--- src/rtl/core/ir_pulse_distance_decoder_macros.svh ---
// Assertion macros shared by the infrared pulse-distance decoder RTL.
`ifndef IR_PULSE_DISTANCE_DECODER_MACROS_SVH
`define IR_PULSE_DISTANCE_DECODER_MACROS_SVH

// Check cons in the same cycle as ante.
`define IRPD_ASSERT_SAME(label, clk, rst_n, ante, cons, msg) \
    label: assert property (@(posedge clk) disable iff (!rst_n) (ante) |-> (cons)) \
        else $error(msg);

// Check cons in the cycle after ante.
`define IRPD_ASSERT_NEXT(label, clk, rst_n, ante, cons, msg) \
    label: assert property (@(posedge clk) disable iff (!rst_n) (ante) |=> (cons)) \
        else $error(msg);

`endif

--- src/rtl/core/irpd_pkg.sv ---
// Shared types and constants of the infrared pulse-distance decoder.
`default_nettype none
package irpd_pkg;

    localparam int TIME_W     = 16;
    localparam int BYTE_W     = 8;
    localparam int NUM_BYTES  = 4;
    localparam int BIT_IDX_W  = 3;
    localparam int BYTE_IDX_W = 2;
    localparam int APB_ADDR_W = 4;
    localparam int APB_DATA_W = 32;
    localparam int REG_IDX_W  = 2;

    localparam logic [TIME_W-1:0] START_LOW_RST     = 16'd500;
    localparam logic [TIME_W-1:0] START_HIGH_RST    = 16'd700;
    localparam logic [TIME_W-1:0] BIT_MAX_RST       = 16'd350;
    localparam logic [TIME_W-1:0] BIT_THRESHOLD_RST = 16'd200;

    localparam logic [BIT_IDX_W-1:0]  LAST_BIT  = 3'd7;
    localparam logic [BYTE_IDX_W-1:0] LAST_BYTE = 2'd3;

    typedef enum logic [REG_IDX_W-1:0] {
        REG_START_LOW     = 2'd0,
        REG_START_HIGH    = 2'd1,
        REG_BIT_MAX       = 2'd2,
        REG_BIT_THRESHOLD = 2'd3
    } t_reg_idx;

    typedef struct packed {
        logic [TIME_W-1:0] start_low;
        logic [TIME_W-1:0] start_high;
        logic [TIME_W-1:0] bit_max;
        logic [TIME_W-1:0] bit_threshold;
    } t_cfg;

endpackage
`default_nettype wire

--- src/rtl/core/irpd_frame.sv ---
// Period measurement, pulse classification and frame assembly.
`default_nettype none
`include "ir_pulse_distance_decoder_macros.svh"
module irpd_frame
    import irpd_pkg::*;
(
    input  wire logic              i_clk,
    input  wire logic              i_rst_n,
    input  wire logic              i_step,
    input  wire logic [TIME_W-1:0] i_time,
    input  wire t_cfg              i_cfg,
    output logic                   o_emit,
    output logic [BYTE_W-1:0]      o_device_address,
    output logic [BYTE_W-1:0]      o_command
);

    logic [TIME_W-1:0]     r_prev_time;
    logic [BIT_IDX_W-1:0]  r_bit_idx;
    logic [BYTE_IDX_W-1:0] r_byte_idx;
    logic [BYTE_W-1:0]     r_frame [NUM_BYTES];

    logic [BIT_IDX_W-1:0]  n_bit_idx;
    logic [BYTE_IDX_W-1:0] n_byte_idx;
    logic [BYTE_W-1:0]     n_frame [NUM_BYTES];

    logic [TIME_W-1:0] period;
    logic              is_start;
    logic              is_bit;
    logic              is_one;

    // Non-increasing timestamps take the wrap path, one short of modular.
    always_comb begin
        if (i_time > r_prev_time) begin
            period = i_time - r_prev_time;
        end else begin
            period = (~r_prev_time) + i_time;
        end
    end

    assign is_start = (period > i_cfg.start_low) && (period < i_cfg.start_high);
    assign is_bit   = !is_start && (period < i_cfg.bit_max);
    assign is_one   = period > i_cfg.bit_threshold;
    assign o_emit   = is_bit && (r_bit_idx == LAST_BIT) && (r_byte_idx == LAST_BYTE);

    always_comb begin
        n_bit_idx  = r_bit_idx;
        n_byte_idx = r_byte_idx;
        for (int i = 0; i < NUM_BYTES; i++) begin
            n_frame[i] = r_frame[i];
        end
        if (is_start) begin
            n_bit_idx  = '0;
            n_byte_idx = '0;
            for (int i = 0; i < NUM_BYTES; i++) begin
                n_frame[i] = '0;
            end
        end else if (is_bit) begin
            if (is_one) begin
                n_frame[r_byte_idx][r_bit_idx] = 1'b1;
            end
            // Byte index wraps to zero after the last byte, which ends the frame.
            n_bit_idx = r_bit_idx + 1'b1;
            if (r_bit_idx == LAST_BIT) begin
                n_byte_idx = r_byte_idx + 1'b1;
            end
        end
    end

    always_ff @(posedge i_clk) begin
        if (!i_rst_n) begin
            r_prev_time <= '0;
            r_bit_idx   <= '0;
            r_byte_idx  <= '0;
            for (int i = 0; i < NUM_BYTES; i++) begin
                r_frame[i] <= '0;
            end
        end else if (i_step) begin
            r_prev_time <= i_time;
            r_bit_idx   <= n_bit_idx;
            r_byte_idx  <= n_byte_idx;
            for (int i = 0; i < NUM_BYTES; i++) begin
                r_frame[i] <= n_frame[i];
            end
        end
    end

    // The last data bit lands in byte 3, so bytes 0 and 2 are final already.
    assign o_device_address = r_frame[0];
    assign o_command        = r_frame[2];

    `IRPD_ASSERT_NEXT(a_emit_clears_cnt, i_clk, i_rst_n, i_step && o_emit,
        (r_bit_idx == '0) && (r_byte_idx == '0), "counters not cleared after frame")
    `IRPD_ASSERT_NEXT(a_start_clears_frame, i_clk, i_rst_n, i_step && is_start,
        (r_frame[0] == '0) && (r_frame[1] == '0) && (r_frame[2] == '0) && (r_frame[3] == '0),
        "frame not cleared by start pulse")
    `IRPD_ASSERT_NEXT(a_ignored_holds, i_clk, i_rst_n, i_step && !is_start && !is_bit,
        $stable(r_bit_idx) && $stable(r_byte_idx) && $stable(r_frame[r_byte_idx]),
        "ignored period changed frame state")
    `IRPD_ASSERT_NEXT(a_prev_time_tracks, i_clk, i_rst_n, i_step,
        r_prev_time == $past(i_time), "previous timestamp not updated")

endmodule
`default_nettype wire

--- src/rtl/core/ir_pulse_distance_decoder.sv ---
// Top level of the infrared pulse-distance (four-byte frame) remote decoder.
// Each input beat is one 16-bit capture timestamp taken at an edge of the
// demodulated remote signal. The block measures the period since the previous
// edge; a period inside the start window (start_low, start_high) clears the
// frame, any other period below bit_max is one data bit (LSB first, one when
// above bit_threshold), anything else is ignored. After 32 data bits one
// output beat carries byte 0 as device address and byte 2 as command. Rate:
// one input beat per clock unless a completed frame waits on a stalled
// output. An accepted timestamp is held in the input register, classified
// and folded into the frame by a single subtract-and-compare pass, and a
// completed frame is then loaded into the output register.
// The output register holds a finished result under stall while later beats
// that do not complete a frame keep flowing; only a beat that would complete
// a second frame waits for the output register to free.
// Thresholds sit in four 16-bit APB registers at byte addresses 0, 4, 8, 12;
// write them only while the decoder is idle.
`default_nettype none
module ir_pulse_distance_decoder
    import irpd_pkg::*;
(
    input  wire logic                  i_clk,
    input  wire logic                  i_rst_n,

    // Timestamp input channel
    input  wire logic                  i_in_valid,
    output logic                       o_in_stall,
    input  wire logic [TIME_W-1:0]     i_capture_time,

    // Decoded frame output channel
    output logic                       o_out_valid,
    input  wire logic                  i_out_stall,
    output logic [BYTE_W-1:0]          o_device_address,
    output logic [BYTE_W-1:0]          o_command,

    // Configuration port
    input  wire logic                  psel,
    input  wire logic                  penable,
    input  wire logic                  pwrite,
    input  wire logic [APB_ADDR_W-1:0] paddr,
    input  wire logic [APB_DATA_W-1:0] pwdata,
    output logic [APB_DATA_W-1:0]      prdata,
    output logic                       pready
);

    t_cfg                r_cfg;
    t_reg_idx            reg_idx;
    logic                cfg_wr;

    logic                r_in_valid;
    logic [TIME_W-1:0]   r_in_time;
    logic                r_out_valid;
    logic [BYTE_W-1:0]   r_out_addr;
    logic [BYTE_W-1:0]   r_out_key;

    logic                in_accept;
    logic                proc_fire;
    logic                emit;
    logic [BYTE_W-1:0]   frame_addr;
    logic [BYTE_W-1:0]   frame_key;

    // ---------------------------------------------------------------------
    // Configuration registers: word index from paddr[3:2], zero wait states.
    // ---------------------------------------------------------------------
    assign pready  = 1'b1;
    assign reg_idx = t_reg_idx'(paddr[APB_ADDR_W-1:APB_ADDR_W-REG_IDX_W]);
    assign cfg_wr  = psel && penable && pwrite && pready;

    always_ff @(posedge i_clk) begin
        if (!i_rst_n) begin
            r_cfg.start_low     <= START_LOW_RST;
            r_cfg.start_high    <= START_HIGH_RST;
            r_cfg.bit_max       <= BIT_MAX_RST;
            r_cfg.bit_threshold <= BIT_THRESHOLD_RST;
        end else if (cfg_wr) begin
            case (reg_idx)
                REG_START_LOW:     r_cfg.start_low     <= pwdata[TIME_W-1:0];
                REG_START_HIGH:    r_cfg.start_high    <= pwdata[TIME_W-1:0];
                REG_BIT_MAX:       r_cfg.bit_max       <= pwdata[TIME_W-1:0];
                REG_BIT_THRESHOLD: r_cfg.bit_threshold <= pwdata[TIME_W-1:0];
                default: ;
            endcase
        end
    end

    always_comb begin
        case (reg_idx)
            REG_START_LOW:     prdata = APB_DATA_W'(r_cfg.start_low);
            REG_START_HIGH:    prdata = APB_DATA_W'(r_cfg.start_high);
            REG_BIT_MAX:       prdata = APB_DATA_W'(r_cfg.bit_max);
            REG_BIT_THRESHOLD: prdata = APB_DATA_W'(r_cfg.bit_threshold);
            default:           prdata = '0;
        endcase
    end

    // ---------------------------------------------------------------------
    // Input register. Advance the held timestamp unless it completes a frame
    // while the output register is still full and stalled.
    // ---------------------------------------------------------------------
    assign proc_fire  = r_in_valid && (!emit || !r_out_valid || !i_out_stall);
    assign o_in_stall = r_in_valid && !proc_fire;
    assign in_accept  = i_in_valid && !o_in_stall;

    always_ff @(posedge i_clk) begin
        if (!i_rst_n) begin
            r_in_valid <= 1'b0;
        end else if (in_accept) begin
            r_in_valid <= 1'b1;
        end else if (proc_fire) begin
            r_in_valid <= 1'b0;
        end
    end

    always_ff @(posedge i_clk) begin
        if (in_accept) begin
            r_in_time <= i_capture_time;
        end
    end

    // ---------------------------------------------------------------------
    // Period classification and frame state.
    // ---------------------------------------------------------------------
    irpd_frame u_frame (
        .i_clk            (i_clk),
        .i_rst_n          (i_rst_n),
        .i_step           (proc_fire),
        .i_time           (r_in_time),
        .i_cfg            (r_cfg),
        .o_emit           (emit),
        .o_device_address (frame_addr),
        .o_command        (frame_key)
    );

    // ---------------------------------------------------------------------
    // Output register: load on a completed frame, drop once the beat is taken.
    // ---------------------------------------------------------------------
    always_ff @(posedge i_clk) begin
        if (!i_rst_n) begin
            r_out_valid <= 1'b0;
        end else if (proc_fire && emit) begin
            r_out_valid <= 1'b1;
        end else if (!i_out_stall) begin
            r_out_valid <= 1'b0;
        end
    end

    always_ff @(posedge i_clk) begin
        if (proc_fire && emit) begin
            r_out_addr <= frame_addr;
            r_out_key  <= frame_key;
        end
    end

    assign o_out_valid      = r_out_valid;
    assign o_device_address = r_out_addr;
    assign o_command        = r_out_key;

endmodule
`default_nettype wire

--- config.mk ---
export PLATFORM = sky130hd
export DESIGN_NAME = ir_pulse_distance_decoder
export DESIGN_NICKNAME = d
export VERILOG_FILES = /design/src/rtl/core/irpd_pkg.sv /design/src/rtl/core/irpd_frame.sv /design/src/rtl/core/ir_pulse_distance_decoder.sv
export VERILOG_INCLUDE_DIRS = /design/src /design/src/rtl/core
export SDC_FILE = /design/constraint.sdc
export NUM_CORES = 1
export LEC_CHECK = 0
export ABC_AREA = 1
export BUFFER_PORTS_ARGS = -buffer_cell sky130_fd_sc_hd__buf_2
export CAP_MARGIN = 20
export CORE_ASPECT_RATIO = 0.7
export CORE_UTILIZATION = 55
export DETAILED_ROUTE_END_ITERATION = 8
export GPL_TIMING_DRIVEN = 0
export HOLD_SLACK_MARGIN = 0.08
export PLACE_DENSITY = 0.76
export SYNTH_ARGS = -nofsm -noshare
export SYNTH_HDL_FRONTEND = slang
export SYNTH_SLANG_ARGS = --single-unit
--- constraint.sdc ---
create_clock -name i_clk -period 14.65 [get_ports i_clk]
set_input_delay 1.465 -clock i_clk [delete_from_list [all_inputs] [get_ports i_clk]]
set_output_delay 1.465 -clock i_clk [all_outputs]
set_load 0.01 [all_outputs]
# After elaboration in Yosys (flattened, before gate mapping)
# Memories as Yosys holds them, arrays and structs flattened.
# Cells that the tools add are included.
# word_totals
elab_cells,95
out_inout_bits,51
ff_bits,119
memories,1
inputBits,59
mem_bits_rw,32
# op_classes
n_mux,26
n_bitwise,7
n_addsub,4
reduce_logical,30
order_cmp,9
eq_ne,6
# mem_list
memory,depth,width,rd,rd_ports_with_merged_regs,wr,line,rtl
u_frame.r_frame,4,8,4,0,4,irpd_frame.sv:20,logic [BYTE_W-1:0] r_frame [NUM_BYTES];
# ops
cell,count
32-bit case mux with 4 select lines,1
32-bit 2-to-1 mux,3
16-bit greater-than comparator,3
8-bit 2-to-1 mux,5
16-bit less-than comparator,2
32-bit OR,1
16-bit adder,1
8-bit demux with 2-bit select,1
16-bit 2-to-1 mux,1
16-bit inverter,1
16-bit subtractor,1
1-bit logical AND,12
2-bit AND reduction,5
1-bit 2-to-1 mux,9
"2-bit equality test, second input constant",3
1-bit zero test,6
2-bit 2-to-1 mux,3
3-bit 2-to-1 mux,2
2-bit nonzero test,3
"3-bit by 4-bit less-than comparator with 1-bit output, second input constant",1
1-bit OR,4
"3-bit by 1-bit adder with 3-bit output, second input constant",1
1-bit demux with 3-bit select,1
"3-bit equality test, second input constant",1
other kinds (10),11

# Depth between registers and ports, before layout
# depth
ltp_word,18
ltp_mapped,40
mapped_depth_nobuf,39

# By module
# A second synthesis with hierarchy kept.
# hier_totals
cells_unflattened,1129
area_unflattened_um2,8471.9
# by_module_without_submodules
module,seq_area_each_um2,n_inst,area_per_inst_um2,cells_each
irpd_frame,900.9,1,4335.4,619
ir_pulse_distance_decoder,2282.2,1,4136.5,510

# Least setup slack after synthesis
# No wires, ideal clock.
# synth_path
kind,register to output
from,register r_in_time[0]
to,output port o_in_stall
path_stages_with_launch,36
setup_slack_ps,9042
required_ps,13185
arrival_ps,4143
n_path_buf,0
cell_sequence,edfxtp_1 -> inv_1 -> ha_1 -> inv_1 -> fa_1 -> nand3_1 -> nand3_1 -> nand2_1 -> nand2_1 -> nand2_2 -> nand2_4 -> nand2_4 -> o21ai_0 -> o21ai_0 -> nand2_1 -> nand2_1 -> nand2_1 -> nand2_1 -> a31oi_1 -> o21ai_0 -> nand2_1 -> nand2_1 -> inv_1 -> ha_1 -> nand2_1 -> nor2_1 -> nand4_1 -> nor3_1 -> o21ai_2 -> nor2_1 -> nor2_2 -> nand2_1 -> inv_2 -> nand2_4 -> nand4_4 -> nor2_1
# synth_between
elab_chain_cells,14
elab_cells_between_ends,18
classes_between,2 x add/sub; 4 x order compare; 1 x mux; 11 x reduce/logical
# synth_lines
item,line,rtl
from (decl),ir_pulse_distance_decoder.sv:50,logic [TIME_W-1:0] r_in_time;
from (signal assigned),ir_pulse_distance_decoder.sv:115,r_in_time <= i_capture_time;
16-bit adder (tied with other cells),irpd_frame.sv:36,period = (~r_prev_time) + i_time;
16-bit 2-to-1 mux *,irpd_frame.sv:33,if (i_time > r_prev_time) begin
16-bit greater-than comparator / 16-bit less-than comparator (equally long branches),irpd_frame.sv:40,assign is_start = (period > i_cfg.start_low) && (period < i_cfg.start_high);
1-bit logical AND,irpd_frame.sv:40,
1-bit zero test,irpd_frame.sv:41,assign is_bit = !is_start && (period < i_cfg.bit_max);
1-bit logical AND *,irpd_frame.sv:41,
1-bit logical AND * (2 in a row),irpd_frame.sv:43,assign o_emit = is_bit && (r_bit_idx == LAST_BIT) && (r_byte_idx == LAST_BYTE);
1-bit zero test *,ir_pulse_distance_decoder.sv:99,assign proc_fire = r_in_valid && (!emit || !r_out_valid || !i_out_stall);
1-bit logical OR * (2 in a row),ir_pulse_distance_decoder.sv:99,
1-bit logical AND *,ir_pulse_distance_decoder.sv:99,
1-bit zero test *,ir_pulse_distance_decoder.sv:100,assign o_in_stall = r_in_valid && !proc_fire;
1-bit logical AND *,ir_pulse_distance_decoder.sv:100,
to (decl),ir_pulse_distance_decoder.sv:26,"output logic o_in_stall,"
# Mark *: on every way between the ends. The rest lies on a longest branch, timed or not.

# Worst setup path after layout
# Ends and elaborated chain as after synthesis.

==> key figures <==
STA
  – Max Slew Vio Count: 0
  – Worst-Margin Slew: 0.987 ns
  – Final min period: 7.40 ns
  – Final setup TNS: 0 ns
  – RSZ-0062 raised after global routing: no
  – Final setup fails: 0
  – Fmax: 135 MHz
  – Final Hold Viols: 0
  – Slew headroom: 33.9%
  – Setup Skew: 0.0109 ns
  – Hold slack: 0.444 ns
  – Final worst path period share: 50.5%

Layout
  – Area Growth Syn to Fin: 15.1%
  – Most frequent cells in the layout: 166 x inv_1, 150 x nand2_1, 100 x a21oi_1
  – Fillers: 1223
  – Layout cells sized above 1: 16.1%
  – Non-Filler Instances: 1317
  – Ant. Diodes: 0
  – Fin nets: 1257
  – Most common cell after layout, fill and taps aside: inv_1

Logic synthesis
  – Mapped Avg Cell Area: 8.15 um2
  – FF+latch count, synth: 135
  – Synth Instances: 1004
  – Syn Std Cell Area: 0.00818 mm2
  – Post-synthesis sequential area ratio: 38.9%
  – Leading area contributor after synthesis: dfxtp_1
  – Synth top area cells: dfxtp_1 21%, edfxtp_1 18%, ha_1 13%
  – EDFF count, synth: 48
  – Async set-or-reset flop fraction in the synthesized netlist: 0%
  – Netlist cell types: 50
  – Ys flop type: dfxtp_1
  – Post-synth top area share: 21.3%
  – Yosys warnings: 0

Power and ir drop
  – P per Cell Area: 124 mW/mm2
  – Total power: 1.17 mW
  – Sw power: 410 uW
  – Combinational share of power: 28.8%
  – Register share of total power: 36.4%
  – Pint: 755 uW
  – Leak: 4.29 nW
  – Clock power share: 34.8%
  – Switching Fraction: 35.2%
  – Peak supply drop: 0.0913 mV

CTS
  – Clk buf depth: 2
  – Root buffer cell: clkbuf_16
  – Post-CTS Hold Buffers: 0
  – TritonCTS buffer count: 17
  – Clock Latency Late Sink: 0.42 ns
  – TritonCTS Sinks: 135
  – Postcts setup bufs: 0
  – CTS tree: yes
  – Reg clk slew, reported paths: 0.06 ns
  – Cts repair resizes: 0
  – H-tree levels: 4

Detailed routing
  – Final WL: 20.9 mm
  – Initial DRC count: 643
  – Vias per cell: 5.40
  – DR WL/cell: 15.9 um
  – DRC: 0
  – Highest Signal Layer: met4
  – Final ANT Viol Nets: 0
  – Wire length on met2: 8.90 mm
  – Vias after detailed routing: 7117
  – DR WL met3: 2.02 mm
  – DRT met1 WL: 9.71 mm
  – First-pass iteration count of the detailed router: 5

Floorplan
  – IO Pins: 110
  – # rows: 36
  – Die height: 104 um
  – Core Region: 0.0142 mm2
  – Die area: 0.0154 mm2
  – Starting Density: 57.5%
  – Die width: 148 um

Critical path
  – Worst path arrival time: 5.93 ns
  – Slowest cell on crit path: nor3_1
  – Worst setup EP type: primary output
  – CP required: 13.19 ns
  – CP delay by family, top: simple AND/OR/NAND/NOR gates
  – CP bufs+invs: 5
  – Startpoint types: flip-flop
  – WS Path Type: flip-flop to primary output
  – Worst-path fanout max: 8
  – Worst setup path start: r_in_time[0]
  – Critical path's largest stage delay: 0.41 ns
  – Worst r2r src: r_in_time[0]
  – CP dominant cell by count: nand2_1

Place
  – Number of port buffers: 74
  – GPL Wtd Cong: 0.918
  – Placed insts: 1285
  – Hpwl dp: 15.9 mm

Hold path
  – Worst min-delay path class: flip-flop to flip-flop
  – HP Start: u_frame.r_frame[0][5]

GRT
  – Initial antenna violation count: 0
  – Vias in the first global route: 6719
  – GRT Total Usage: 28.2%
  – Pin count of the biggest net entering global routing: 17
  – Grt total ovfl: 0
  – Global-route wire length before repair: 33.8 mm

Job
  – Total of max-cap violations: 0

Run status
  – Status: finished, final reports clean
## cell families (layout without fill, tap and decap cells)
group	after synthesis	after routing	share of synthesized area, %
and+or+nand+nor	289	289	16.9
AOI/OAI and AO/OA	262	262	18.1
buffers and inverters	215	323	11.1
DFF	135	135	38.9
adders and majority gates	84	84	13.0
xor gates and xnor gates	15	15	1.61
other	2	17	0.0918
muxes	2	2	0.275
## state kept, by name (all words and copies together) (netlist names)
register / flops
o_command: 8
u_frame.r_bit_idx: 3
r_in_valid: 1
o_device_address: 8
u_frame.r_prev_time: 16
u_frame.r_byte_idx: 2
u_frame.r_frame: 16
r_in_time: 16
r_cfg: 64
o_out_valid: 1
## power by group through the flow
stage	clock, mW	combinational (mW)	sequential, mW
final	0.406	0.335	0.424
after global routing	0.423	0.377	0.426
after CTS	0.407	0.331	0.424
after detailed placement	0	0.327	0.432
after global placement	0	0.317	0.431
after floorplan	0	0.244	0.428
## final timing paths
check,depth (start not counted),to,slack (ns)
worst max register to register,37,u_frame.r_frame[0][3],8.53
worst min register to register,0,o_device_address[5],0.44
worst max-delay path,36,o_in_stall,7.25
worst min-delay path,0,o_device_address[5],0.44
## routing by layer
| metal | vias up | global-route usage (%) |
|---|---|---|
| li1 | 3535 | - |
| met1 | 3241 | 40.5 |
| met2 | 317 | 42.1 |
| met3 | 24 | 6.89 |
| met4 | 0 | 7.14 |
| met5 | - | 0 |
## stage by stage
stage,worst slack (ns),util [%],cell area (um2)
6_report,7.25,66.2,9420
5_1_grt,6.89,66.2,9420
4_1_cts,7.44,66.2,9420
3_5_place_dp,7.91,62.3,8860
3_3_place_gp,7.94,62.2,8850
2_1_floorplan,9.04,-,8240
## worst register-to-register path: cells and delay by family (launching register included)
family / cells / cell delay [ns]
fa+ha+maj: 3 / 0.84
flops: 1 / 0.40
simple gates: 25 / 2.93
compound gates: 4 / 0.75
buf+inv: 5 / 0.80
## cell type report
type | instances | area, um2 | area share (%)
Timing Repair Buffer | 76 | 385 | 4.09
Multi-Input combinational cell | 669 | 4150 | 44.0
Clock inverter | 15 | 130 | 1.38
Buffer | 43 | 258 | 2.74
Sequential cell | 135 | 3180 | 33.8
Inverter | 172 | 653 | 6.93
Clock buffer | 17 | 425 | 4.52
Tap cell | 190 | 238 | 2.52
## cell usage after synthesis, drive strengths merged, types with 3 or more instances
cell type and number:
o21bai 11, nor2 82, dfxtp 87, o22ai 7
xnor2 6, inv 172, o21ai 99, a211oi 5
o211ai 24, clkbuf 22, ha 82, buf 21
nand2 162, nor3 9, edfxtp 48, o21a 4
a21oi 103, nand3 22, xor2 9, nand4 8
a31oi 3
(Power assumes the default switching activity.)
